==> src/rtl/bpcf_mul.sv <==
// Two-stage unsigned multiplier built from four half-width partial products.
module bpcf_mul #(
    parameter int W = 40
) (
    input  logic           clk,
    input  logic           en,
    input  logic [W-1:0]   a,
    input  logic [W-1:0]   b,
    output logic [2*W-1:0] p
);

    localparam int H  = (W + 1) / 2;
    localparam int LH = W - H;

    logic [2*H-1:0]    p00_reg;
    logic [H+LH-1:0]   p01_reg;
    logic [H+LH-1:0]   p10_reg;
    logic [2*LH-1:0]   p11_reg;
    logic [2*W-1:0]    sum_next;
    logic [2*W-1:0]    sum_reg;

    always_ff @(posedge clk)
    begin
        if (en)
        begin
            p00_reg <= a[H-1:0] * b[H-1:0];
            p01_reg <= a[H-1:0] * b[W-1:H];
            p10_reg <= a[W-1:H] * b[H-1:0];
            p11_reg <= a[W-1:H] * b[W-1:H];
        end
    end

    always_comb
    begin
        sum_next = (2*W)'(p00_reg)
                 + (((2*W)'(p01_reg) + (2*W)'(p10_reg)) << H)
                 + ((2*W)'(p11_reg) << (2*H));
    end

    always_ff @(posedge clk)
    begin
        if (en)
        begin
            sum_reg <= sum_next;
        end
    end

    assign p = sum_reg;

endmodule

==> config.mk <==
export PLATFORM = sky130hd
export DESIGN_NAME = bpcf_mul
export DESIGN_NICKNAME = d
export VERILOG_FILES = /design/src/rtl/bpcf_mul.sv
export SDC_FILE = /design/constraint.sdc
export NUM_CORES = 2
export LEC_CHECK = 0
export ABC_CLOCK_PERIOD_IN_PS = 9200
export BUFFER_PORTS_ARGS = -buffer_cell sky130_fd_sc_hd__buf_4
export CAP_MARGIN = 25
export CELL_PAD_IN_SITES_DETAIL_PLACEMENT = 1
export CELL_PAD_IN_SITES_GLOBAL_PLACEMENT = 1
export CORE_UTILIZATION = 35
export DETAILED_ROUTE_END_ITERATION = 16
export PLACE_DENSITY_LB_ADDON = 0.2
export SLEW_MARGIN = 30
export SYNTH_ARGS = -nofsm -noshare
export SYNTH_HDL_FRONTEND = slang
export SYNTH_SLANG_ARGS = --single-unit
==> constraint.sdc <==
create_clock -name clk -period 9.2 [get_ports clk]
set_input_delay 1.38 -clock clk [delete_from_list [all_inputs] [get_ports clk]]
set_output_delay 1.38 -clock clk [all_outputs]
set_load 0.01 [all_outputs]
; ---- Word level (Yosys, flattened, before mapping)
; Cells that the tools add are included.
[op_classes]
multipliers = 4
n_addsub = 3
[ops]
columns = operator, n
row1 = multiplier 20 x 20 -> 40 bit, 4
row2 = adder 62 x 80 -> 80 bit, 1
row3 = adder 40 x 61 -> 62 bit, 1
row4 = adder 40 x 40 -> 41 bit, 1
[word_totals]
output_inout_bits = 80
inputBits = 82
ff_bits = 240

; ---- Depth between registers and ports, before layout
[logic_depth]
word_depth = 3
depth_mapped = 28

; ---- Worst setup path after synthesis
; OpenSTA, ideal clock, no wires.
[synth_timing]
path_type = input-to-reg
startpoint = input a[29]
endpoint = register p11_reg[39], data pin
stages = 25
slack_ns = 1.246
t_arrival_ns = 7.693
n_path_buf = 1
path_cell_list = clkbuf_1 -> and2_1 -> fa_1 -> fa_1 -> inv_1 -> fa_1 -> inv_1 -> fa_1 -> inv_1 -> fa_1 -> inv_1 -> fa_1 -> inv_1 -> fa_1 -> inv_1 -> ha_1 -> and2_1 -> a221oi_1 -> o21ai_0 -> nor3_1 -> o21ai_0 -> a221o_1 -> a31oi_1 -> o21ai_0 -> xnor2_1
[synth_between]
elab_chain_cells = 1
[synth_lines]
columns = item, line_no
row1 = start: declaration, 7  ; input logic [W-1:0] a,
row2 = multiplier 20 x 20 -> 40 bit, 29  ; p11_reg <= a[W-1:H] * b[W-1:H];
row3 = end signal: assignment, 29
row4 = end: declaration, 18  ; logic [2*LH-1:0] p11_reg;
; No other way between the ends.
; A chain may end at the register's enable or synchronous reset.

; ---- Worst setup path after layout
[layout_timing]
startpoint = input a[25]
endpoint = register p10_reg[38], data pin
[layout_between]
elab_chain_cells = 1
[layout_lines]
columns = item, line_no
row1 = multiplier 20 x 20 -> 40 bit, 28  ; p10_reg <= a[W-1:H] * b[H-1:0];
row2 = end signal: assignment, 28
row3 = end: declaration, 17  ; logic [H+LH-1:0] p10_reg;
; No other way between the ends.

==> metrics.log <==
[metrics] final critical-path required period: 8.09 ns
[metrics] mapped cell area: 0.0651 mm²
[metrics] finished layout cell area: 0.0700 mm²
[metrics] basic-gate share of the synthesized area counting and, or, nand and nor cells: 16.0%
[metrics] number of top-level design ports: ~160
[metrics] Filler Cell Count: 21,236
[metrics] data required time of the critical path: 9.56 ns
[metrics] kind of end point of the critical path: flop
[metrics] Startpoint Class: primary input
[metrics] class of the most critical setup path: primary input to flop
[metrics] wire length after detailed routing: 210,000 µm
[metrics] first-pass GRT wire length: approximately 330,000 µm
[metrics] adder and majority cell fraction of the synthesized area: 52.5%
[metrics] clk_lat worst skew: between 0.6 and 0.7 ns
[metrics] number of vias per cell: 5.02
[metrics] Mapped Avg Cell Area: 9.34 µm²
[metrics] antenna violations before repair: 34
[metrics] Final Hold Violating Endpoints: 0
[metrics] Cell Rows: 157
[metrics] number of nets produced by synthesis: 9,010
[metrics] Antenna Nets Post-Route: 0
[metrics] cts hold-fix bufs: 0
[metrics] start of the worst register-to-register path: p10_reg[1]
[metrics] most instantiated flip-flop cell in the synthesis netlist: sky130_fd_sc_hd__edfxtp_1
[metrics] cell with the biggest individual delay on the critical path: sky130_fd_sc_hd__a2111oi_0
[metrics] core area: 0.184 mm²
[metrics] overall track demand over capacity in global routing: 22.9%
[metrics] number of violations of the max-capacitance limit: 0
[metrics] H-tree depth: 2
[metrics] share of synthesized registers carrying an async set or reset: 0%
[metrics] Detailed Place HPWL: between 150,000 and 200,000 µm
[metrics] placed inst area: 0.0689 mm²
[metrics] Layout Nets: 8,949
[metrics] pin count of the biggest net entering global routing: 151
[metrics] Worst Path Arrival: around 8.5 ns
[metrics] unrepaired setup endpoints after global routing: false
[metrics] Setup WS post-layout: 1.11 ns
[metrics] count of vias placed by the detailed router: 47,129
[metrics] TritonCTS clock tree: done
[metrics] CTS buffer count: 34
[metrics] number of flops mapped to enable cells by yosys: 240
[metrics] Congestion Overflow GR: 0
[metrics] violation count after the first detailed-route iteration: 2,224
[metrics] register bit count reported by yosys: 240
[metrics] Synth-to-Final Area Change: 7.57%
[metrics] # port buffers: 161
[metrics] Fin Setup TNS: 0 ns
[metrics] number of iterations in the first detailed-routing pass: 5
[metrics] fraction of synthesized cell area in xor and xnor cells: 3.28%
[metrics] Crit Path Max Fanout: 30
[metrics] die area: around 0.19 mm²
[metrics] delay of the slowest cell on the worst path: 0.54 ns
[metrics] final max-slew violation count: 0
[metrics] post-cts gate resize count: 0
[metrics] actual transition at the worst max-transition pin: 1.05 ns
[metrics] post-CTS setup buffer count: 0
[metrics] combinational family with the most area after synthesis: adder cells
[metrics] startpoint of the most critical hold path: p00_reg[15]
[metrics] maximum clock insertion buffer count: 3
[metrics] crit path launch: a[25]
[metrics] placer congestion estimate: between 0.8 and 0.9
[metrics] library cell appearing most often on the critical path: sky130_fd_sc_hd__fa_1
[metrics] share of synthesized area spent on multiplexers: 0.0461%
[metrics] number of remaining DRC errors: 0
[metrics] Final Skew: 0.0370 ns
[metrics] synthesized-area fraction occupied by ao, oa, aoi and oai cells: 6.65%
[metrics] max reg flops: 80
[metrics] Post-Synthesis Cells: 6,965
[metrics] post-placement setup slack: 0.458 ns
[metrics] Clk Tree Root Cell: sky130_fd_sc_hd__clkbuf_16
[metrics] initial core utilization: 35.4%
[metrics] clock-pin slew of the registers on the worst-case setup and hold paths: around 0.05 ns
[metrics] die width: ~430 µm
[metrics] y dimension of the die: 433 µm
[metrics] via count of the first global-routing pass: around 53,000
[metrics] WL per Instance: 22.4 µm
[metrics] run status: completed
[metrics] unique cell type count in the Yosys netlist: 70
[metrics] Yosys Warn Count: 0
[metrics] setup violators final: 0
[metrics] proportion of layout cells with a drive suffix above 1: 4.85%
[metrics] achievable frequency: ~120 MHz
[metrics] worst relative slew slack: 29.7%
[metrics] final critical-path share of the clock period: between 80 and 90%
[metrics] sequential cell area fraction in the yosys report: around 11%
[metrics] class of the most critical hold timing path: flop to flop
[metrics] CTS sink count: between 200 and 250
cell families (layout without fill, tap and decap cells):
family,Yosys count,count (layout)
flip-flops,240,240
buffers and inverters,1801,1764
other,0,2
adder cells (fa/ha/maj),1963,1963
AND/OR/NAND/NOR,2045,2045
AO/OA/AOI/OAI,669,669
XOR/XNOR,244,244
multiplexers,3,3
routing by layer:
| layer | GRT usage [%] | vias to the layer above | wire length [µm] |
|---|---|---|---|
| li1 | - | 21097 | - |
| met1 | 31.8 | 24912 | 96000 |
| met4 | 5.51 | 6 | 5060 |
| met3 | 1.99 | 189 | 9220 |
| met5 | 0 | - | 47 |
| met2 | 38.6 | 925 | 100000 |
critical path: cells and delay by family:
| kind | cells | cell delay, ns |
|---|---|---|
| adders and majority gates | 8 | 3.13 |
| xor gates and xnor gates | 1 | 0.16 |
| buffers and inverters | 6 | 0.91 |
| AOI/OAI and AO/OA | 7 | 2.37 |
| and+or+nand+nor | 3 | 0.48 |
worst paths after layout:
check	slack [ns]	cells past startpoint	end
worst max-delay path	1.11	25	p10_reg[38]
worst min-delay path	0.42	0	p[15]
worst max register to register	2.03	17	p[78]
worst min register to register	0.42	0	p[15]
layout by cell type, fill, tap and decap left out, types with 31 or more instances in the layout:
cell type | synthesis | layout
sky130_fd_sc_hd__a21oi_1 | 203 | 203
sky130_fd_sc_hd__o21ai_0 | 112 | 112
sky130_fd_sc_hd__nand2_1 | 833 | 833
sky130_fd_sc_hd__a21o_1 | 136 | 136
sky130_fd_sc_hd__xnor2_1 | 174 | 174
sky130_fd_sc_hd__o21bai_1 | 39 | 39
sky130_fd_sc_hd__nor2_1 | 97 | 97
sky130_fd_sc_hd__ha_1 | 681 | 681
sky130_fd_sc_hd__clkbuf_16 | 0 | 34
sky130_fd_sc_hd__fa_1 | 1282 | 1282
sky130_fd_sc_hd__xor2_1 | 70 | 70
sky130_fd_sc_hd__edfxtp_1 | 240 | 240
sky130_fd_sc_hd__nand3_1 | 51 | 51
sky130_fd_sc_hd__and2_1 | 902 | 902
sky130_fd_sc_hd__buf_4 | 0 | 245
sky130_fd_sc_hd__nand4_1 | 32 | 32
sky130_fd_sc_hd__inv_1 | 1448 | 1448
sky130_fd_sc_hd__a31oi_1 | 31 | 31
per-stage QoR:
step | hold slack (ns) | utilization [%] | std cells
CTS | 0.417 | 38.1 | 9391
global route | 0.421 | 38.1 | 9393
floorplan | 0.400 | - | 6965
detailed placement | 0.405 | 37.5 | 9331
finish | 0.417 | 38.1 | 9394
global placement | 0.401 | 37.5 | 9331
layout make-up:
cell class	count	area [µm²]	share of cell area [%]
Tap cell	2464	3080	4.40
Sequential cell	240	7210	10.3
Timing Repair Buffer	256	2060	2.95
Clock buffer	41	877	1.25
Antenna cell	2	5.00	0.00715
Inverter	1448	5440	7.76
Multi-Input combinational cell	4924	51100	73.0
Clock inverter	19	218	0.311
Yosys cell counts, drive strengths merged (4+ instances only):
cell type	count	area [µm²]
inv	1448	5440
fa	1282	25700
and2	902	5640
nand2	833	3130
ha	681	8520
clkbuf	353	1330
edfxtp	240	7210
a21oi	204	1020
xnor2	174	1520
a21o	136	1020
o21ai	115	579
nor2	97	364
xor2	70	613
nand3	51	255
o21bai	39	293
nand4	33	213
a31oi	32	215
nor3	27	135
a211oi	25	188
o21a	24	180
and3	22	138
nand2b	20	125
nor2b	20	125
a221oi	11	96.3
a31o	11	96.3
o211ai	11	87.6
a221o	9	90.1
nor4	8	50.1
and4	7	61.3
a21boi	6	45.0
a41oi	6	52.6
nor3b	6	50.1
or3	6	42.5
o221ai	5	43.8
o31ai	5	37.5
or4	5	45.0
a2111oi	4	41.3
a311oi	4	35.0
or2	4	25.0
Power is left out: the tool's default activity adds up to more than one toggle a clock period on the data nets, which glitch-free logic cannot reach.
