File: config.mk
export PLATFORM = sky130hd
export DESIGN_NAME = bpcf_fmul
export DESIGN_NICKNAME = d
export VERILOG_FILES = /design/src/rtl/bpcf_mul.sv /design/src/rtl/bpcf_fmul.sv
export SDC_FILE = /design/constraint.sdc
export NUM_CORES = 2
export LEC_CHECK = 0
export BUFFER_PORTS_ARGS = -buffer_cell sky130_fd_sc_hd__buf_2
export CAP_MARGIN = 20
export CORE_UTILIZATION = 40
export DETAILED_ROUTE_END_ITERATION = 16
export GPL_TIMING_DRIVEN = 0
export HOLD_SLACK_MARGIN = 0.05
export PLACE_DENSITY = 0.58
export SLEW_MARGIN = 15
export SYNTH_ARGS = -nofsm -noshare
export SYNTH_HDL_FRONTEND = slang
export SYNTH_SLANG_ARGS = --single-unit
export TNS_END_PERCENT = 1
File: constraint.sdc
create_clock -name clk -period 10 [get_ports clk]
set_input_delay 0.5 -clock clk [delete_from_list [all_inputs] [get_ports clk]]
set_output_delay 0.5 -clock clk [all_outputs]
set_load 0.05 [all_outputs]
File: src/rtl/bpcf_mul.sv
// Two-stage unsigned multiplier built from four half-width partial products.
module bpcf_mul #(
    parameter int W = 40
) (
    input  logic           clk,
    input  logic           en,
    input  logic [W-1:0]   a,
    input  logic [W-1:0]   b,
    output logic [2*W-1:0] p
);

    localparam int H  = (W + 1) / 2;
    localparam int LH = W - H;

    logic [2*H-1:0]    p00_reg;
    logic [H+LH-1:0]   p01_reg;
    logic [H+LH-1:0]   p10_reg;
    logic [2*LH-1:0]   p11_reg;
    logic [2*W-1:0]    sum_next;
    logic [2*W-1:0]    sum_reg;

    always_ff @(posedge clk)
    begin
        if (en)
        begin
            p00_reg <= a[H-1:0] * b[H-1:0];
            p01_reg <= a[H-1:0] * b[W-1:H];
            p10_reg <= a[W-1:H] * b[H-1:0];
            p11_reg <= a[W-1:H] * b[W-1:H];
        end
    end

    always_comb
    begin
        sum_next = (2*W)'(p00_reg)
                 + (((2*W)'(p01_reg) + (2*W)'(p10_reg)) << H)
                 + ((2*W)'(p11_reg) << (2*H));
    end

    always_ff @(posedge clk)
    begin
        if (en)
        begin
            sum_reg <= sum_next;
        end
    end

    assign p = sum_reg;

endmodule

File: src/rtl/bpcf_fmul.sv
// Three-stage signed fixed-point multiply, rounded half away from zero, saturated.
module bpcf_fmul #(
    parameter int W = 40,
    parameter int F = 16
) (
    input  logic                clk,
    input  logic                en,
    input  logic signed [W-1:0] a,
    input  logic signed [W-1:0] b,
    output logic signed [W-1:0] p
);

    localparam logic [2*W:0]     HALF    = (2*W+1)'(1) << (F - 1);
    localparam logic [2*W-F:0]   LIM_POS = (2*W-F+1)'((2*W-F+1)'(1) << (W - 1)) - 1'b1;
    localparam logic [2*W-F:0]   LIM_NEG = (2*W-F+1)'(1) << (W - 1);

    logic [W-1:0]      mag_a;
    logic [W-1:0]      mag_b;
    logic [2*W-1:0]    prod;
    logic              neg1_reg;
    logic              neg2_reg;
    logic [2*W:0]      rounded;
    logic [2*W-F:0]    scaled;
    logic [2*W-F:0]    lim;
    logic [W-1:0]      mag_sat;
    logic signed [W-1:0] p_next;
    logic signed [W-1:0] p_reg;

    assign mag_a = a[W-1] ? W'(-a) : W'(a);
    assign mag_b = b[W-1] ? W'(-b) : W'(b);

    bpcf_mul #(.W(W)) u_mul (
        .clk (clk),
        .en  (en),
        .a   (mag_a),
        .b   (mag_b),
        .p   (prod)
    );

    always_ff @(posedge clk)
    begin
        if (en)
        begin
            neg1_reg <= a[W-1] ^ b[W-1];
            neg2_reg <= neg1_reg;
        end
    end

    always_comb
    begin
        rounded = {1'b0, prod} + HALF;
        scaled  = rounded[2*W:F];
        lim     = neg2_reg ? LIM_NEG : LIM_POS;
        mag_sat = (scaled > lim) ? lim[W-1:0] : scaled[W-1:0];
        p_next  = neg2_reg ? $signed(-mag_sat) : $signed(mag_sat);
    end

    always_ff @(posedge clk)
    begin
        if (en)
        begin
            p_reg <= p_next;
        end
    end

    assign p = p_reg;

endmodule

Yosys cells after proc, flatten, opt, wreduce, memory -nomap -nowiden --
Index checks and enable logic that the tools add are counted.
Operators by class: add/sub/neg operators 7, multipliers 4, div/mod/pow operators 0, magnitude comparators 1, equality and inequality tests 0, shift operators 0, muxes and demuxes 5, bitwise operators 1, reduce and logical (&&, ||, !) cells 0
Operator list (count):
- $mux W40 | 5
- $mul A20 B20 Y40 | 4
- $neg A40 Y40 | 3
- $add A80 B16 Y81 const B | 1
- $add A40 B80 Y80 | 1
- $add A80 B80 Y80 | 1
- $gt A65 B40 Y1 | 1
- $add A40 B40 Y41 | 1
- $xor A1 B1 Y1 | 1
Word-level totals: register bits after elaboration 282, bits in latches 0, RAM bits 0, ROM bits 0, input bits 82, output and inout bits 40, memories 0

Longest topological paths before layout --
depth after elaboration 5, gate-level depth with buffers 40, depth with buffers taken out 36

Cells and area by module --
From an unflattened synthesis, not the netlist that was laid out.
Unflattened totals: cell total of the unflattened synthesis 7954, area, all modules 72510.8 sq um
Modules (own cells, without submodules):
- bpcf_mul | times used 1, cells each 7008, area each 65321.4 sq um, sequential area each 7206.9 sq um
- bpcf_fmul | times used 1, cells each 946, area each 7189.4 sq um, sequential area each 1261.2 sq um

Worst setup path before layout --
Ideal clock, no wire load.
path kind input-to-reg, from input b[7], to register u_mul.p01_reg[39] (data pin), arrival time 10.155 ns, slack -0.422 ns, stages on the path 33, cell sequence buf_2 or4_4 or4_4 or4_4 or3_4 or4_1 or4_1 buf_2 o31ai_2 xnor2_1 buf_2 nand2_1 fa_1 inv_1 fa_1 inv_1 fa_1 inv_1 fa_1 fa_1 fa_1 inv_1 fa_1 inv_1 ha_1 and3_1 and4_1 a311o_1 a221oi_1 a21oi_1 a41o_1 o41ai_1 xnor2_1
Between the ends: cells in the longest elaborated chain, start to end 3
Ends and longest elaborated chain:
- start, declared | RTL line bpcf_fmul.sv:9 | input logic signed [W-1:0] b,
- $neg A40 Y40 | RTL line bpcf_fmul.sv:30 | assign mag_b = b[W-1] ? W'(-b) : W'(b);
- $mux W40 | RTL line bpcf_fmul.sv:30
- $mul A20 B20 Y40 | RTL line bpcf_mul.sv:27 | p01_reg <= a[H-1:0] * b[W-1:H];
- end signal, assigned | RTL line bpcf_mul.sv:27
- end, declared | RTL line bpcf_mul.sv:16 | logic [H+LH-1:0] p01_reg;
No other way between the ends. A chain may end at the register's enable or synchronous reset.

Worst setup path after layout --
from input b[7], to register u_mul.p01_reg[38] (data pin)
Same word-level chain as after synthesis.

==> summary.log <==
INFO  critical_path  timing.rr.start=u_mul.p[26]
INFO  worst_hold_path hold-path-cell-count=1
INFO  route          final_antenna_violating_net_count=0
INFO  finish         largest_reg_flops=65
INFO  logic_synthesis yosys_warnings=0
INFO  global_routing grt_pass1_vias=57550
INFO  critical_path  cp_data_arrival_time=10930ps
INFO  clock_network  cts_max_level=1
INFO  global_routing maximum_number_of_pins_on_one_net_before_global_route_repair=87
INFO  logic_synthesis yosys.cell_types.count=80
INFO  sta            finClkSkew=65.19ps
INFO  critical_path  critPathKind=primary input to register
INFO  sta            setup_violations=35
INFO  route          drt_drc_violations_left=0
INFO  sta            post-route-worst-setup-slack=-546.5ps
INFO  route          drt_iter0_drc=5496
INFO  finish         synthToLayoutAreaGrowth=10.84%
INFO  logic_synthesis register_area_share_after_synthesis=11.11%
INFO  route          vias_per_cell=5.608
INFO  die            boundaryPins=122
INFO  finish         fraction_of_final_layout_cells_with_drive_strength_greater_than_1=7.243%
INFO  logic_synthesis synth_cells=7699
INFO  sta            finalCritPeriodShare=105.5%
INFO  logic_synthesis synthArstFlopShare=0%
INFO  critical_path  critPathMaxStageDelay=580ps
INFO  die            std_cell_rows=151
INFO  critical_path  critical_path.endpoint_type=register
INFO  finish         layout.nets=10050
INFO  die            floorplan.die.width=414.7um
INFO  critical_path  worstReg2RegEnd=p[24]
INFO  sta            worst_slew_margin_rel=8.521%
INFO  worst_hold_path hold_class=primary input to register
INFO  global_routing wire_length_of_the_first_global_routing_pass=390.6mm
INFO  route          routed_wirelength=272.0mm
INFO  finish         mostFrequentLayoutCell=inv_1
INFO  logic_synthesis synth_top_area_share=37.65%
INFO  route          dr.max_layer_used=met5
INFO  clock_network  cts_tree=done
INFO  critical_path  worst_setup_path_start_kind=primary input
INFO  critical_path  r2r.worst_path.cells=31
INFO  critical_path  timing.critical_path.required=10390ps
INFO  logic_synthesis synth_nets=9785
INFO  die            floorplan.die_area=171900um2
INFO  worst_hold_path min-delay-start=en
INFO  finish         layout_common_cells=inv_1 (1512), fa_1 (1281), nor2_1 (1015), nand2_1 (908), ha_1 (720)
INFO  clock_network  clkSlewWorstSetupHoldPaths=60ps
INFO  sta            tightestPinTransition=1372ps
INFO  route          met3_length=26.78mm
INFO  place          port_buffers=118
INFO  place          place.detailed.hpwl=230.3mm
INFO  die            floorplan.die.height=414.7um
INFO  route          detailroute.wirelength.met2=115.8mm
INFO  logic_synthesis synth_enable_flop_cells=252
INFO  finish         fillerInstances=16900
INFO  clock_network  latest_clock_arrival_within_the_worst_skew_pair=650ps
INFO  route          route.detailed.wl_per_inst=26.62um
INFO  place          globalplace.congestion=1.018
INFO  global_routing grt_overflow_total=0
INFO  clock_network  cts.path.max_buffers=3
INFO  logic_synthesis netlist_top_cells_area=fa_1 (38%), ha_1 (13%), edfxtp_1 (11%)
INFO  critical_path  worst_setup_startpoint=b[7]
INFO  critical_path  cp_max_fo=7
INFO  route          vias=57290
INFO  sta            setup_tns=-7149ps
INFO  logic_synthesis synth_ff_type=edfxtp_1
INFO  sta            slew_limit_fails=0
INFO  global_routing grtUsageTotal=31.42%
INFO  sta            rsz0062_at_grt=true
INFO  clock_network  cts.root.buffer_cell=clkbuf_16
INFO  clock_network  clkSinkCount=252
INFO  flow_run       drv.max_cap_violation_count=0
INFO  logic_synthesis synthesis.area_per_instance=8.847um2
INFO  critical_path  timing.critical_path.slowest_stage_cell=fa_1
INFO  run_status     run_status=complete, but fails checks
INFO  clock_network  cts_inserted_buffers=30
INFO  sta            number_of_endpoints_with_negative_hold_slack_in_the_final_report=0
INFO  die            core=169300um2
INFO  logic_synthesis synth.largest_area_cell=fa_1
INFO  worst_hold_path worstHoldEndpoint=p[33]
INFO  die            start_util=40.24%
INFO  route          drt_pre_antenna_iters=6
INFO  run_status     violations_in_the_final_reports=setup timing
INFO  route          detailed_routing_wirelength_on_met1=108.6mm
INFO  sta            fmax=94.82MHz
INFO  sta            finalCriticalPeriod=10550ps
INFO  critical_path  worst_reg2reg_setup_slack=150ps
INFO  logic_synthesis synth.ff_latch_count=252
INFO  global_routing antenna_found_initial=45
INFO  critical_path  worst_path_most_repeated_cell=fa_1
INFO  logic_synthesis synthesis.area=68110um2
INFO  clock_network  cts.hold.buffers_added=0
[worst max path at each step]
stage                              endpoint  slack [ps]  cells after the start
final                     u_mul.p01_reg[38]        -550                     37
after global routing      u_mul.p01_reg[38]        -670                     37
after CTS                 u_mul.p01_reg[39]        -490                     35
after detailed placement  u_mul.p01_reg[38]       -3880                     38
after global placement    u_mul.p01_reg[27]       -4130                     35
after floorplan           u_mul.p01_reg[39]         -80                     33
[logic make-up (layout without fill, tap and decap cells)]
group	after synthesis	after routing	share of synthesized area [%]
buffers and inverters	1820	2101	10.06
xor gates and xnor gates	412	412	5.309
adders and majority gates	2004	2004	50.93
muxes	8	8	0.1194
AOI/OAI and AO/OA	771	771	7.342
and+or+nand+nor	2432	2432	15.13
other	0	18	0
DFF	252	252	11.11
[timing repair]
action | CTS | global route
buffers inserted | 29 | 21
endpoints found under the hold margin | 0 | 0
gates resized for setup | 228 | 79
setup endpoints to repair | 120 | 64
pin swaps | 21 | 25
[per-stage QoR]
step	util, %	cells	setup slack [ps]	cell area (um2)	hold WS (ps)
after floorplan	-	7699	-77.19	68190	400.3
after global placement	42.27	10040	-4125	71550	408.8
after detailed placement	42.96	10100	-3878	72730	406.6
after CTS	44.31	10170	-488.9	75020	361.8
after global routing	44.59	10210	-674.6	75470	382.8
final	44.60	10220	-546.5	75500	353.2
[cell type report]
class / instances / area [um2] / share of cell area, %
Multi-Input combinational cell: 5627 / 55130 / 73.02
Sequential cell: 252 / 7567 / 10.02
Inverter: 1515 / 5694 / 7.542
Tap cell: 2218 / 2775 / 3.676
Timing Repair Buffer: 233 / 1775 / 2.352
Buffer: 300 / 1443 / 1.911
Clock buffer: 33 / 762.0 / 1.009
Clock inverter: 20 / 304.0 / 0.4027
Antenna cell: 18 / 45.04 / 0.05966
[critical path, delay by kind of cell]
family / cells / cell delay [ps]
and+or+nand+nor: 12 / 4110
adders and majority gates: 8 / 3900
AOI/OAI and AO/OA: 6 / 1020
buffers and inverters: 9 / 880
xor gates and xnor gates: 2 / 500
[Yosys cell counts, types with 13 or more instances]
cell      count
nand2_1     911
and4_1       18
a31oi_1      26
ha_1        723
o21ai_0     144
xor2_1      134
nand4_1      63
or2_2        14
nor3_1       85
o21a_1       36
o41ai_1      15
and3_1       40
o31ai_1      25
clkbuf_1    287
nor4_1       23
a21o_1      106
or3_1        30
edfxtp_1    252
a21oi_1     233
o211ai_1     13
fa_1       1281
inv_1      1515
nor2_1     1017
nand2b_1     42
o21bai_1     33
nand3_1     101
xnor2_1     277
nor2b_1      30
a31o_2       13
and2_1       17
[metal layers]
metal / global-route usage (%) / vias up
met4: 19.71 / 30
met5: 0 / -
met1: 41.53 / 29030
met2: 46.80 / 2913
met3: 6.881 / 785
li1: - / 24530
Power is left out: the tool's default activity adds up to more than one toggle a clock period on the data nets, which glitch-free logic cannot reach.
